### src/fxalu_pkg.sv
// ----------------------------------------------------------------------------
// fxalu_pkg
// Shared codes, defaults and control record of the signed fixed-point ALU.
// ----------------------------------------------------------------------------
package fxalu_pkg;

    localparam int WORD_BITS = 32;
    localparam int FRAC_BITS = 8;
    localparam int CMD_BITS  = 4;

    typedef enum logic [CMD_BITS-1:0] {
        CMD_ADD      = 4'd0,
        CMD_SUB      = 4'd1,
        CMD_MUL      = 4'd2,
        CMD_DIV      = 4'd3,
        CMD_INC      = 4'd4,
        CMD_DEC      = 4'd5,
        CMD_MIN      = 4'd6,
        CMD_MAX      = 4'd7,
        CMD_COMPARE  = 4'd8,
        CMD_FROM_INT = 4'd9,
        CMD_TO_INT   = 4'd10
    } t_cmd;

    // what the back end still has to do with an item
    typedef enum logic [1:0] {
        KIND_PASS = 2'd0,
        KIND_MUL  = 2'd1,
        KIND_DIV  = 2'd2
    } t_kind;

    typedef struct packed {
        t_kind kind;
        logic  neg;
        logic  lt;
        logic  eq;
        logic  gt;
        logic  ovf;
        logic  dbz;
    } t_ctl;

endpackage

### src/fxalu_front.sv
// ----------------------------------------------------------------------------
// fxalu_front
// Decodes a command, finishes the single-step operations and prepares
// magnitudes and result sign for multiply and divide.
// ----------------------------------------------------------------------------
module fxalu_front #(
    parameter int WORD_BITS = fxalu_pkg::WORD_BITS,
    parameter int FRAC_BITS = fxalu_pkg::FRAC_BITS
) (
    input  logic [fxalu_pkg::CMD_BITS-1:0] i_command,
    input  logic [WORD_BITS-1:0]           i_a,
    input  logic [WORD_BITS-1:0]           i_b,
    output fxalu_pkg::t_ctl                o_ctl,
    output logic [WORD_BITS-1:0]           o_mag_a,
    output logic [WORD_BITS-1:0]           o_mag_b,
    output logic [WORD_BITS-1:0]           o_val
);
    localparam int W  = WORD_BITS;
    localparam int FW = WORD_BITS + FRAC_BITS;
    localparam logic [W-1:0]  MAXV = {1'b0, {(W-1){1'b1}}};
    localparam logic [W-1:0]  MINV = {1'b1, {(W-1){1'b0}}};
    localparam logic [FW-1:0] LIM_P = FW'(MAXV);
    localparam logic [FW-1:0] LIM_N = FW'(MINV);

    fxalu_pkg::t_cmd cmd;
    logic          sub, ovf_as, lt, gt, over_fi;
    logic [W-1:0]  op2, sum;
    logic [FW-1:0] fi;

    always_comb begin
        cmd     = fxalu_pkg::t_cmd'(i_command);
        o_mag_a = i_a[W-1] ? W'(-i_a) : i_a;
        o_mag_b = i_b[W-1] ? W'(-i_b) : i_b;

        sub = (cmd == fxalu_pkg::CMD_SUB) || (cmd == fxalu_pkg::CMD_DEC);
        op2 = ((cmd == fxalu_pkg::CMD_INC) || (cmd == fxalu_pkg::CMD_DEC)) ? W'(1) : i_b;
        sum = sub ? (i_a - op2) : (i_a + op2);
        ovf_as = sub ? ((i_a[W-1] ^ op2[W-1]) & (i_a[W-1] ^ sum[W-1]))
                     : (~(i_a[W-1] ^ op2[W-1]) & (i_a[W-1] ^ sum[W-1]));

        lt = $signed(i_a) < $signed(i_b);
        gt = $signed(i_b) < $signed(i_a);

        fi      = {o_mag_a, {FRAC_BITS{1'b0}}};
        over_fi = i_a[W-1] ? (fi > LIM_N) : (fi > LIM_P);

        o_ctl      = '0;
        o_ctl.kind = fxalu_pkg::KIND_PASS;
        o_ctl.neg  = i_a[W-1] ^ i_b[W-1];
        o_val      = '0;

        case (cmd)
            fxalu_pkg::CMD_ADD, fxalu_pkg::CMD_SUB,
            fxalu_pkg::CMD_INC, fxalu_pkg::CMD_DEC: begin
                o_ctl.ovf = ovf_as;
                o_val     = ovf_as ? (i_a[W-1] ? MINV : MAXV) : sum;
            end
            fxalu_pkg::CMD_MUL: begin
                o_ctl.kind = fxalu_pkg::KIND_MUL;
            end
            fxalu_pkg::CMD_DIV: begin
                if (i_b == '0) begin
                    o_ctl.dbz = 1'b1;
                end else begin
                    o_ctl.kind = fxalu_pkg::KIND_DIV;
                end
            end
            fxalu_pkg::CMD_MIN:     o_val = gt ? i_b : i_a;
            fxalu_pkg::CMD_MAX:     o_val = lt ? i_b : i_a;
            fxalu_pkg::CMD_COMPARE: begin
                o_ctl.lt = lt;
                o_ctl.gt = gt;
                o_ctl.eq = (i_a == i_b);
            end
            fxalu_pkg::CMD_FROM_INT: begin
                o_ctl.ovf = over_fi;
                if (over_fi) begin
                    o_val = i_a[W-1] ? MINV : MAXV;
                end else begin
                    o_val = i_a[W-1] ? W'(-fi[W-1:0]) : fi[W-1:0];
                end
            end
            fxalu_pkg::CMD_TO_INT:  o_val = W'($signed(i_a) >>> FRAC_BITS);
            default:                o_val = '0;
        endcase
    end
endmodule

### config.mk
export PLATFORM = sky130hd
export DESIGN_NAME = fxalu_front
export DESIGN_NICKNAME = d
export VERILOG_FILES = /design/src/fxalu_pkg.sv /design/src/fxalu_front.sv
export SDC_FILE = /design/constraint.sdc
export NUM_CORES = 1
export LEC_CHECK = 0
export ABC_AREA = 0
export BUFFER_PORTS_ARGS = -buffer_cell sky130_fd_sc_hd__buf_2
export CAP_MARGIN = 10
export CORE_ASPECT_RATIO = 0.6
export CORE_MARGIN = 2
export CORE_UTILIZATION = 60
export DETAILED_ROUTE_END_ITERATION = 8
export PLACE_DENSITY_LB_ADDON = 0.2
export SYNTH_ARGS = -nofsm -noshare
export SYNTH_HDL_FRONTEND = slang
export SYNTH_SLANG_ARGS = --single-unit
export TNS_END_PERCENT = 20
### constraint.sdc
create_clock -name vclk -period 25.9
set_input_delay 6.475 -clock vclk [all_inputs]
set_output_delay 6.475 -clock vclk [all_outputs]
set_load 0.005 [all_outputs]
==> results.yml <==
setup_path:
  timing.critical_path.arrival_ns: 12.97
  critical-path-top-cell-by-count: "sky130_fd_sc_hd__or3_1"
  critical_path.slowest_cell: "sky130_fd_sc_hd__o21a_1"
  crit_path_cell_trace: "buf_2 -> nor4_1 -> nand4_1 -> or4_4 -> or3_1 -> or3_1 -> or3_1 -> or3_1 -> o21a_1 -> o21ai_0 -> ha_1 -> and2_1 -> a21oi_1 -> a31oi_1 -> or3_1 -> o211ai_1 -> o21a_1 -> o21ai_0 -> o211ai_1 -> buf_2"
  worstSetupPathType: "primary input to primary output"
  worst_setup_path_end_kind: "primary output"
  critical_path_peak_fanout: 27
  required_ns: 19.42
  start_kind: "primary input"
  max_incr_delay_on_cp_ns: 0.87
global_routing:
  grt_pass1_wl_microns: 50400
  overflow: 0
  largest_net_degree_at_the_start_of_global_routing: 54
  grt_util_all_layers_pct: 49.4
  first_global_vias: 8758
  grt_antenna_before_repair: 1
cells_and_area:
  drive_gt1_share_pct: 18.0
  area_growth_syn_to_layout_pct: 10.8
  regArea_sq_um: 0
  layout_common_cells: "172 x sky130_fd_sc_hd__buf_2, 116 x sky130_fd_sc_hd__nand2_1, 110 x sky130_fd_sc_hd__o21ai_0"
  layout.sequential_cells: 0
  final_common_cell: "sky130_fd_sc_hd__buf_2"
  antenna_cells: 0
  finalNetCount: 1384
  layout.clock_buffers: 0
  postLayoutCoreUtil_pct: 67.7
synthesis:
  synth_area_per_cell_sq_um: 6.31
  synthesis.yosys.warnings: 0
  syn_std_cell_area_sq_mm: 0.00730
  netlist_instances: 1157
  seq_area_frac_synth_pct: 0
  yosys_cell_types: 82
  synthesis.nets: 1291
sta:
  min_period_over_period_pct: 75.1
  timing.fmax_ghz: 0.0514
  final.setup.tns_ns: 0
  finalHoldViolCount: 0
  finalCriticalPeriod_ns: 19.45
  postLayoutSetupSlackWorst_ns: 6.45
  max-slew-margin-rel_pct: 20.1
  unrepaired_setup_endpoints_after_global_routing: "no"
  slew_violations: 0
  report.final.setup_viol: 0
  tightestPinTransition_ns: 1.20
flow_run:
  max_cap_violations: 0
route:
  met3_length_microns: 7180
  drc: 29
  avgViaCountPerCell: 7.17
  wl_met1_microns: 13500
  wire_per_inst_microns: 24.1
  drt_first_pass_iters: 9
  routed_wl_microns: 34100
  drtAntennaViolNets: 0
  initialDrtViolationCount: 1909
  detailroute.via_count: 10100
  routed-wl-met2_microns: 12200
  top_signal_layer_used: "met4"
floorplan:
  std_cell_rows: 31
  initial_core_util_pct: 61.1
  core_region_area_sq_mm: 0.0119
  die_ht_microns: 89.4
  ioPinCount: 172
  die_area_sq_mm: 0.0131
  die_width_microns: 146
power_and_ir_drop:
  total_leakage_power_uw: 0.00343
  ratio_of_total_power_to_cell_area_mw_per_mm2: 26.0
  ir_drop_v: 0.0000197
status:
  outcome: "finished, violations left"
  failed_checks: "DRC"
clocking:
  cts_setup_buffers: 0
  post_cts_hold_buffer_count: 0
  ctsResizeCount: 0
placement:
  placer_s_final_routability_congestion_estimate: 1.16
  place.port_buffers: 172
  preCtsSetupSlack_ns: 6.79
  post-dp-hpwl_microns: 26900
worst_hold_path:
  holdCritPathClass: "primary input to primary output"
[cells in the mapped netlist, types with 10 or more instances]
library cell / number / area [sq um]
sky130_fd_sc_hd__a211oi_1: 10 / 75.1
sky130_fd_sc_hd__a21o_1: 15 / 113
sky130_fd_sc_hd__a21oi_1: 68 / 340
sky130_fd_sc_hd__a221oi_1: 11 / 96.3
sky130_fd_sc_hd__a222oi_1: 10 / 100
sky130_fd_sc_hd__a31oi_1: 33 / 206
sky130_fd_sc_hd__clkbuf_1: 78 / 293
sky130_fd_sc_hd__ha_1: 65 / 813
sky130_fd_sc_hd__inv_1: 59 / 221
sky130_fd_sc_hd__mux2i_1: 17 / 170
sky130_fd_sc_hd__nand2_1: 116 / 435
sky130_fd_sc_hd__nand2b_1: 15 / 93.8
sky130_fd_sc_hd__nand3_1: 34 / 170
sky130_fd_sc_hd__nand4_1: 24 / 150
sky130_fd_sc_hd__nor2_1: 99 / 372
sky130_fd_sc_hd__nor3_1: 32 / 160
sky130_fd_sc_hd__nor4_1: 18 / 113
sky130_fd_sc_hd__o211ai_1: 27 / 203
sky130_fd_sc_hd__o21a_1: 12 / 90.1
sky130_fd_sc_hd__o21ai_0: 110 / 551
sky130_fd_sc_hd__o31ai_1: 16 / 120
sky130_fd_sc_hd__or2_2: 15 / 93.8
sky130_fd_sc_hd__or3_1: 20 / 125
sky130_fd_sc_hd__or4_1: 17 / 128
sky130_fd_sc_hd__xnor2_1: 76 / 666
sky130_fd_sc_hd__xor2_1: 14 / 123
[final timing paths]
check / from / endpoint / depth (start not counted)
max: i_b[11] / o_val[26] / 20
min: i_a[0] / o_mag_a[0] / 2
[cell type report]
class | count | area (sq um)
Multi-Input combinational cell | 1005 | 6700
Fill cell | 1173 | 3860
Timing Repair Buffer | 184 | 958
Inverter | 59 | 221
Tap cell | 165 | 206
[critical path: cells and delay by family]
| family | cells | cell delay [ns] |
|---|---|---|
| compound gates | 8 | 2.38 |
| fa+ha+maj | 1 | 0.33 |
| buf+inv | 2 | 0.35 |
| simple gates | 9 | 3.42 |
[metal layers]
layer | vias up | global-route usage (%)
li1 | 4512 | -
met1 | 4552 | 67.8
met2 | 925 | 67.0
met3 | 146 | 25.6
met4 | 0 | 12.4
met5 | - | 0
[stage by stage]
stage          std cells  power (uW)  hold WS, ns  area (sq um)
6_report            1413         210        13.23          8080
5_1_grt             1413         222        13.24          8080
4_1_cts             1412         196        13.23          8070
3_5_place_dp        1412         196        13.23          8070
3_3_place_gp        1412         194        13.23          8070
2_1_floorplan       1157         126        12.98          7300
[report_power, final]
| part | switching (uW) | internal, uW | total [uW] |
|---|---|---|---|
| combinational | 134 | 76.1 | 210 |
| clock | 0 | 0 | 0 |
| sequential | 0 | 0 | 0 |
| total | 134 | 76.1 | 210 |
[logic make-up after synthesis]
kind of cell,share of synthesized area [%]
xor gates and xnor gates,10.8
muxes,3.10
AOI/OAI and AO/OA,36.0
adders and majority gates,11.4
and+or+nand+nor,30.4
buffers and inverters,8.33
No activity file was read; power rests on OpenSTA's default activity.
