## config.mk

```make
export PLATFORM = sky130hd
export DESIGN_NAME = fxalu_queue
export DESIGN_NICKNAME = d
export VERILOG_FILES = /design/src/fxalu_pkg.sv /design/src/fxalu_queue.sv
export SDC_FILE = /design/constraint.sdc
export NUM_CORES = 1
export LEC_CHECK = 0
export BUFFER_PORTS_ARGS = -buffer_cell sky130_fd_sc_hd__clkbuf_2
export CAP_MARGIN = 15
export CORE_MARGIN = 3
export CORE_UTILIZATION = 35
export DETAILED_ROUTE_END_ITERATION = 7
export PLACE_DENSITY = 0.62
export SLEW_MARGIN = 10
export SYNTH_ARGS = -nofsm -noshare
export SYNTH_HDL_FRONTEND = slang
export SYNTH_SLANG_ARGS = --single-unit
```

## constraint.sdc

```tcl
create_clock -name i_clk -period 22 [get_ports i_clk]
set_clock_uncertainty 0.05 [all_clocks]
set_input_delay 2.2 -clock i_clk [delete_from_list [all_inputs] [get_ports i_clk]]
set_output_delay 2.2 -clock i_clk [all_outputs]
set_load 0.02 [all_outputs]
```

## src/fxalu_pkg.sv

```systemverilog
// ----------------------------------------------------------------------------
// fxalu_pkg
// Shared codes, defaults and control record of the signed fixed-point ALU.
// ----------------------------------------------------------------------------
package fxalu_pkg;

    localparam int WORD_BITS = 32;
    localparam int FRAC_BITS = 8;
    localparam int CMD_BITS  = 4;

    typedef enum logic [CMD_BITS-1:0] {
        CMD_ADD      = 4'd0,
        CMD_SUB      = 4'd1,
        CMD_MUL      = 4'd2,
        CMD_DIV      = 4'd3,
        CMD_INC      = 4'd4,
        CMD_DEC      = 4'd5,
        CMD_MIN      = 4'd6,
        CMD_MAX      = 4'd7,
        CMD_COMPARE  = 4'd8,
        CMD_FROM_INT = 4'd9,
        CMD_TO_INT   = 4'd10
    } t_cmd;

    // what the back end still has to do with an item
    typedef enum logic [1:0] {
        KIND_PASS = 2'd0,
        KIND_MUL  = 2'd1,
        KIND_DIV  = 2'd2
    } t_kind;

    typedef struct packed {
        t_kind kind;
        logic  neg;
        logic  lt;
        logic  eq;
        logic  gt;
        logic  ovf;
        logic  dbz;
    } t_ctl;

endpackage

```

## src/fxalu_queue.sv

```systemverilog
// ----------------------------------------------------------------------------
// fxalu_queue
// Two-entry queue between the front end and the arithmetic back end.
// ----------------------------------------------------------------------------
module fxalu_queue #(
    parameter int WORD_BITS = fxalu_pkg::WORD_BITS
) (
    input  logic                 i_clk,
    input  logic                 i_rst_n,
    input  logic                 i_push,
    input  fxalu_pkg::t_ctl      i_ctl,
    input  logic [WORD_BITS-1:0] i_mag_a,
    input  logic [WORD_BITS-1:0] i_mag_b,
    input  logic [WORD_BITS-1:0] i_val,
    output logic                 o_ready,
    input  logic                 i_pop,
    output logic                 o_valid,
    output fxalu_pkg::t_ctl      o_ctl,
    output logic [WORD_BITS-1:0] o_mag_a,
    output logic [WORD_BITS-1:0] o_mag_b,
    output logic [WORD_BITS-1:0] o_val
);
    localparam int PW = $bits(fxalu_pkg::t_ctl) + 3 * WORD_BITS;

    logic [PW-1:0] r_head, r_tail, p_in;
    logic [1:0]    r_cnt, n_cnt;
    logic          pop;

    assign p_in    = {i_ctl, i_mag_a, i_mag_b, i_val};
    assign o_ready = (r_cnt != 2'd2);
    assign o_valid = (r_cnt != 2'd0);
    assign pop     = i_pop && o_valid;
    assign {o_ctl, o_mag_a, o_mag_b, o_val} = r_head;

    always_comb begin
        n_cnt = r_cnt + 2'(i_push) - 2'(pop);
    end

    always_ff @(posedge i_clk) begin
        if (!i_rst_n) begin
            r_cnt <= 2'd0;
        end else begin
            r_cnt <= n_cnt;
        end
    end

    always_ff @(posedge i_clk) begin
        if (pop) begin
            if (r_cnt == 2'd2) begin
                r_head <= r_tail;
            end else if (i_push) begin
                r_head <= p_in;
            end
        end else if (i_push && r_cnt == 2'd0) begin
            r_head <= p_in;
        end
        if (i_push && ((r_cnt == 2'd2 && pop) || (r_cnt == 2'd1 && !pop))) begin
            r_tail <= p_in;
        end
    end
endmodule

```

==> impl_metrics.json, run 1 <==
{
  "holdBufCountCts": 0,
  "worst_path_max_delay_cell": "buf_4",
  "cts_tree": "built",
  "cts_resized": 0,
  "syn_avg_cell_area_um2": 22.8,
  "numCtsBuffers": 22,
  "grtUsageTotal": 0.124,
  "cts_setup_buffers": 0,
  "switching_share": 0.220,
  "worstPathRequired_ns": 22.06,
  "path_max_fanout": 68,
  "cp_cell_sequence": "clkbuf_2, nand3b_4, o21ai_0, and2_4, buf_4",
  "synth_warnings": 0,
  "design_area_mm2": 0.00984,
  "syn2layout_area_growth_pct": 26.2,
  "critPathLaunchType": "input port",
  "cts-htree-levels": 1,
  "dr.pass1.iters": 4,
  "vias": 3960,
  "totalWireLength_mm": 15.2,
  "start_util": 0.363,
  "tightest_slew_ns": 0.969,
  "antenna_cells": 0,
  "avgViaCountPerCell": 4.60,
  "grt_pass1_vias": 4252,
  "fin_util": 0.458,
  "max_clock_freq_mhz": 222,
  "crit_type": "in -> reg",
  "layout_setup_ws_ns": 17.50,
  "rsz0062_at_grt": "false",
  "cellPowerDensity_mw_per_mm2": 91.3,
  "antenna_found_initial": 1,
  "status": "complete, no violations",
  "period_share": 0.204,
  "setup_viol": 0,
  "drv_slew": 0,
  "fill_cells": 1880,
  "die_area_mm2": 0.0241,
  "critPathMaxStageDelay_ns": 0.76,
  "grt_pass1_wl_mm": 23.7,
  "drive_gt1_frac": 0.604,
  "first_iter_violations": 190,
  "yosysUniqueCellTypes": 15,
  "clk_pin_slew_ns": 0.06,
  "dpl.hpwl_mm": 10.2,
  "p_sw_mw": 0.198,
  "cts_sinks": 210,
  "clk_latency_ns": 0.48,
  "wire_per_inst_um": 17.6,
  "synth_cells": 342,
  "synth_seq_cells": 210,
  "worstPathArrival_ns": 4.56,
  "syn_nets": 451,
  "dieWidth_um": 155,
  "grt_start_max_net_pins": 69,
  "power.share.clock": 0.380,
  "syn_area_mm2": 0.00780,
  "min_path_type": "reg -> reg",
  "io_pins": 214,
  "synth_seq_area_share": 0.806,
  "internal_power_mw": 0.701,
  "place.gp.congestion": 0.716,
  "p_leak_nw": 3.94,
  "drt_drc_violations_left": 0,
  "place_area_mm2": 0.00917,
  "final_hold_viol_count": 0,
  "combPwrFrac": 0.090,
  "cts_root_buf": "clkbuf_16",
  "port_buffers": 213,
  "coreArea_mm2": 0.0215,
  "clockBufferDepth": 3,
  "grt-ovfl-total": 0,
  "place_ws_ns": 16.91,
  "p_seq_frac": 0.530,
  "yosys.area.top_type_share": 0.801,
  "fin_crit_ns": 4.50,
  "drtAntennaViolNets": 0,
  "synth_top_area_cell": "edfxtp_1",
  "yosys-top-cells-area": "edfxtp_1 80%, mux2_2 9.5%, mux2_4 7.3%, buf_6 0.72%, dfxtp_1 0.51%",
  "worst_setup_path_end_kind": "flop",
  "vdd_drop_max_v": 0.0000500,
  "maxCapViolCount": 0,
  "relSlewSlack": 0.354,
  "fin_setup_tns_ns": 0,
  "num_rows": 53,
  "die_y_um": 155,
  "nets": 681
}
==> sequential cells by signal, summed over array words and instances, names as in the netlist <==
name / cells
r_tail: 104
r_cnt: 2
r_head: 104
==> worst paths after layout <==
kind,from,endpoint,slack (ns),cells past startpoint
max,i_pop,r_tail[31]$_DFFE_PP_,17.50,5
min,r_tail[94]$_DFFE_PP_,r_head[94]$_DFFE_PP_,0.49,1
max reg2reg,r_cnt[1]$_SDFF_PN0_,r_tail[31]$_DFFE_PP_,18.86,4
min reg2reg,r_tail[94]$_DFFE_PP_,r_head[94]$_DFFE_PP_,0.49,1
==> cells in the final DEF, fill, tap and decap left out <==
| cell type | synthesis | final |
|---|---|---|
| and2_1 | 2 | 1 |
| and2_4 | 0 | 1 |
| buf_4 | 0 | 4 |
| bufinv_16 | 0 | 1 |
| clkbuf_1 | 0 | 3 |
| clkbuf_16 | 0 | 23 |
| clkbuf_2 | 0 | 213 |
| clkinv_1 | 0 | 6 |
| clkinv_2 | 0 | 4 |
| clkinvlp_4 | 0 | 1 |
| dfxtp_1 | 2 | 2 |
| edfxtp_1 | 208 | 208 |
| ha_1 | 1 | 1 |
| inv_1 | 1 | 1 |
| mux2_2 | 66 | 66 |
| mux2_4 | 38 | 38 |
| mux2i_1 | 2 | 2 |
| nand2_1 | 3 | 3 |
| nand2b_1 | 3 | 3 |
| nand3b_4 | 0 | 1 |
| o21ai_0 | 3 | 2 |
| o21ai_4 | 0 | 1 |
| or2_2 | 1 | 1 |
==> cell families (layout without fill, tap and decap cells) <==
| group | Yosys count | count (layout) | share of synthesized area |
|---|---|---|---|
| compound gates | 3 | 3 | 0.00192 |
| fa+ha+maj | 1 | 1 | 0.00160 |
| buf+inv | 12 | 256 | 0.0116 |
| flops | 210 | 210 | 0.806 |
| mux | 106 | 106 | 0.171 |
| simple gates | 10 | 10 | 0.00770 |
==> power by group through the flow <==
stage	combinational, mW	sequential [mW]	clock [mW]
3_3_place_gp	0.0807	0.484	0
4_1_cts	0.0826	0.477	0.356
2_1_floorplan	0.0239	0.511	0
5_1_grt	0.0872	0.478	0.372
6_report	0.0808	0.476	0.341
3_5_place_dp	0.0825	0.485	0
==> critical path, delay by kind of cell <==
kind	cells	cell delay, ns
AO/OA/AOI/OAI	1	0.29
buffers and inverters	2	0.91
AND/OR/NAND/NOR	2	1.06
==> routing by layer <==
layer  track usage  vias to the layer above  part of all wire  routed length, um
met3        0.0373                       34             0.080               1210
met4        0.0367                        2             0.023                355
li1              -                     1825                 -                  -
met2         0.209                      152              0.49               7460
met5             0                        -           0.00086                 13
met1         0.156                     1947              0.40               6120
==> metrics by stage <==
step	cells	hold WS, ns	total power [mW]
6_report	861	0.493	0.898
5_1_grt	861	0.495	0.938
4_1_cts	861	0.489	0.915
3_5_place_dp	823	0.484	0.567
3_3_place_gp	823	0.480	0.565
2_1_floorplan	342	0.475	0.535
==> area by class of cell <==
type,count,area [um2],share of cell area
tap,275,344,0.0350
multi-input combinational,120,1440,0.147
sequential,210,6290,0.639
inverter,1,3.75,0.000381
clock inverter,12,80.1,0.00814
clock buffer,26,587,0.0596
timing repair buffer,217,1100,0.111
==> synth_stat cells <==
library cell and instances:
nand3b_2 1, nand2_1 3, buf_6 5, ha_1 1, nand2b_1 3, dfxtp_1 2
o21ai_0 3, inv_1 1, edfxtp_1 208, or2_2 1, and2_1 2, mux2i_1 2
buf_2 6, mux2_4 38, mux2_2 66
Power figures use the tool's default switching activity.
==> run 2: changes to the inputs <==
--- a/config.mk
+++ b/config.mk
@@ -10,7 +10,7 @@
 export CORE_MARGIN = 3
 export CORE_UTILIZATION = 35
 export DETAILED_ROUTE_END_ITERATION = 7
-export PLACE_DENSITY = 0.62
+export PLACE_DENSITY = 0.64
 export SLEW_MARGIN = 10
 export SYNTH_ARGS = -nofsm -noshare
 export SYNTH_HDL_FRONTEND = slang
==> constraint.sdc (replaced) <==
create_clock -name i_clk -period 3.9 [get_ports i_clk]
set_clock_uncertainty 0.05 [all_clocks]
set_input_delay 0.39 -clock i_clk [delete_from_list [all_inputs] [get_ports i_clk]]
set_output_delay 0.39 -clock i_clk [all_outputs]
set_load 0.02 [all_outputs]
==> impl_metrics.json, run 2 (synthesized netlist as in run 1, its figures left out) <==
{
  "register_area_mm2": 0.00629,
  "critPathLaunchType": "flop",
  "critPathTopFamily": "buffers and inverters",
  "top_regs": "r_head (104), r_tail (104), r_cnt (2)",
  "vdd_drop_max_v": 0.000281,
  "clockBufferDepth": 3,
  "totalWireLength_mm": 15.7,
  "drtAntennaViolNets": 0,
  "num_rows": 53,
  "power_mw": 5.22,
  "drive_gt1_frac": 0.601,
  "multi_input_comb_area_mm2": 0.00144,
  "p_leak_nw": 3.99,
  "worstPathRequired_ns": 4.09,
  "vias": 4000,
  "final_cell_mix": "213 x clkbuf_2, 208 x edfxtp_1, 66 x mux2_2, 38 x mux2_4, 25 x clkbuf_16",
  "crit_buf_inv": 1,
  "cellPowerDensity_mw_per_mm2": 525,
  "min_path_type": "in -> reg",
  "dr.pass1.iters": 4,
  "final_hold_viol_count": 0,
  "antenna_found_initial": 0,
  "instances_no_fill": 869,
  "worst_setup_path_end_kind": "flop",
  "mostFrequentLayoutCell": "clkbuf_2",
  "grt_start_max_net_pins": 63,
  "place.gp.congestion": 0.785,
  "clk_latency_ns": 0.49,
  "timing.hold.ws_ns": 0.0346,
  "drv_slew": 0,
  "period_share": 0.531,
  "cts_sinks": 210,
  "coreArea_mm2": 0.0215,
  "holdBufCountCts": 0,
  "critPathMaxStageDelay_ns": 0.63,
  "maxCapViolCount": 0,
  "port_buffers": 213,
  "first_iter_violations": 231,
  "grt-ovfl-total": 0,
  "worstPathArrival_ns": 2.26,
  "wire_per_inst_um": 18.1,
  "max_clock_freq_mhz": 483,
  "antenna_cells": 0,
  "grtUsageTotal": 0.126,
  "crit_type": "reg -> reg",
  "status": "complete, no violations",
  "drt_drc_violations_left": 0,
  "cp_cell_sequence": "nand3b_4, buf_4, mux2_2",
  "numCtsBuffers": 24,
  "cts_root_buf": "clkbuf_16",
  "rsz0062_at_grt": "false",
  "die_area_mm2": 0.0241,
  "path_max_fanout": 50,
  "dieWidth_um": 155,
  "cts_resized": 0,
  "avgViaCountPerCell": 4.60,
  "nets": 685,
  "fin_util": 0.462,
  "io_pins": 214,
  "dp.cells": 825,
  "setup_viol": 0,
  "dpl.hpwl_mm": 10.5,
  "tightest_slew_ns": 0.858,
  "grt_pass1_wl_mm": 24.5,
  "cts-htree-levels": 1,
  "relSlewSlack": 0.428,
  "syn2layout_area_growth_pct": 27.4,
  "clk_pin_slew_ns": 0.06,
  "start_util": 0.363,
  "grt_pass1_vias": 4294,
  "worst_path_max_delay_cell": "buf_4",
  "die_y_um": 155,
  "fin_crit_ns": 2.07,
  "cts_tree": "built",
  "cts_setup_buffers": 0,
  "fill_cells": 1879
}
[run 2: cell types whose count changed in the layout (fill, tap and decap cells not counted)]
cell        previous run  this run
clkbuf_1               3         7
clkbuf_16             23        25
buf_12                 0         1
buf_4                  4         5
clkinv_1               6         7
clkinv_2               4         3
clkinvlp_4             1         0
inv_6                  0         1
[run 2: per-stage QoR]
stage / setup WS [ns] / setup TNS (ns) / cell area [um2]
finish: 1.83 / 0 / 9930
global route: 1.70 / 0 / 9930
floorplan: -0.0154 / -1.60 / 7800
global placement: 1.82 / 0 / 9200
CTS: 1.82 / 0 / 9930
detailed placement: 1.81 / 0 / 9200
[run 2: layout make-up]
cell class	instances	share of cell area
Multi-Input combinational cell	120	0.145
Clock inverter	12	0.00806
Sequential cell	210	0.633
Tap cell	275	0.0346
Clock buffer	32	0.0656
Timing Repair Buffer	219	0.113
Inverter	1	0.000378
[run 2: worst paths after layout]
check,startpoint,endpoint,slack [ns],cells past startpoint
max,r_cnt[0]$_SDFF_PN0_,r_head[27]$_DFFE_PP_,1.83,3
min,i_mag_b[29],r_tail[61]$_DFFE_PP_,0.03,1
max reg2reg,r_cnt[0]$_SDFF_PN0_,r_head[27]$_DFFE_PP_,1.83,3
min reg2reg,r_tail[72]$_DFFE_PP_,r_head[72]$_DFFE_PP_,0.50,1
[run 2: where the power goes]
part	switching [mW]	total, mW	internal [mW]
Clock	0.833	2.07	1.24
Combinational	0.285	0.460	0.174
Sequential	0.0423	2.69	2.65
Total	1.16	5.22	4.06
[run 2: routing by layer]
layer  track usage  vias to the layer above  routed length, um  part of all wire
met5             0                        -                  0                 0
met4        0.0321                        0                277             0.018
met3        0.0364                       21               1310             0.084
met1         0.167                     1974               6640              0.42
met2         0.208                      170               7470              0.48
li1              -                     1835                  -                 -
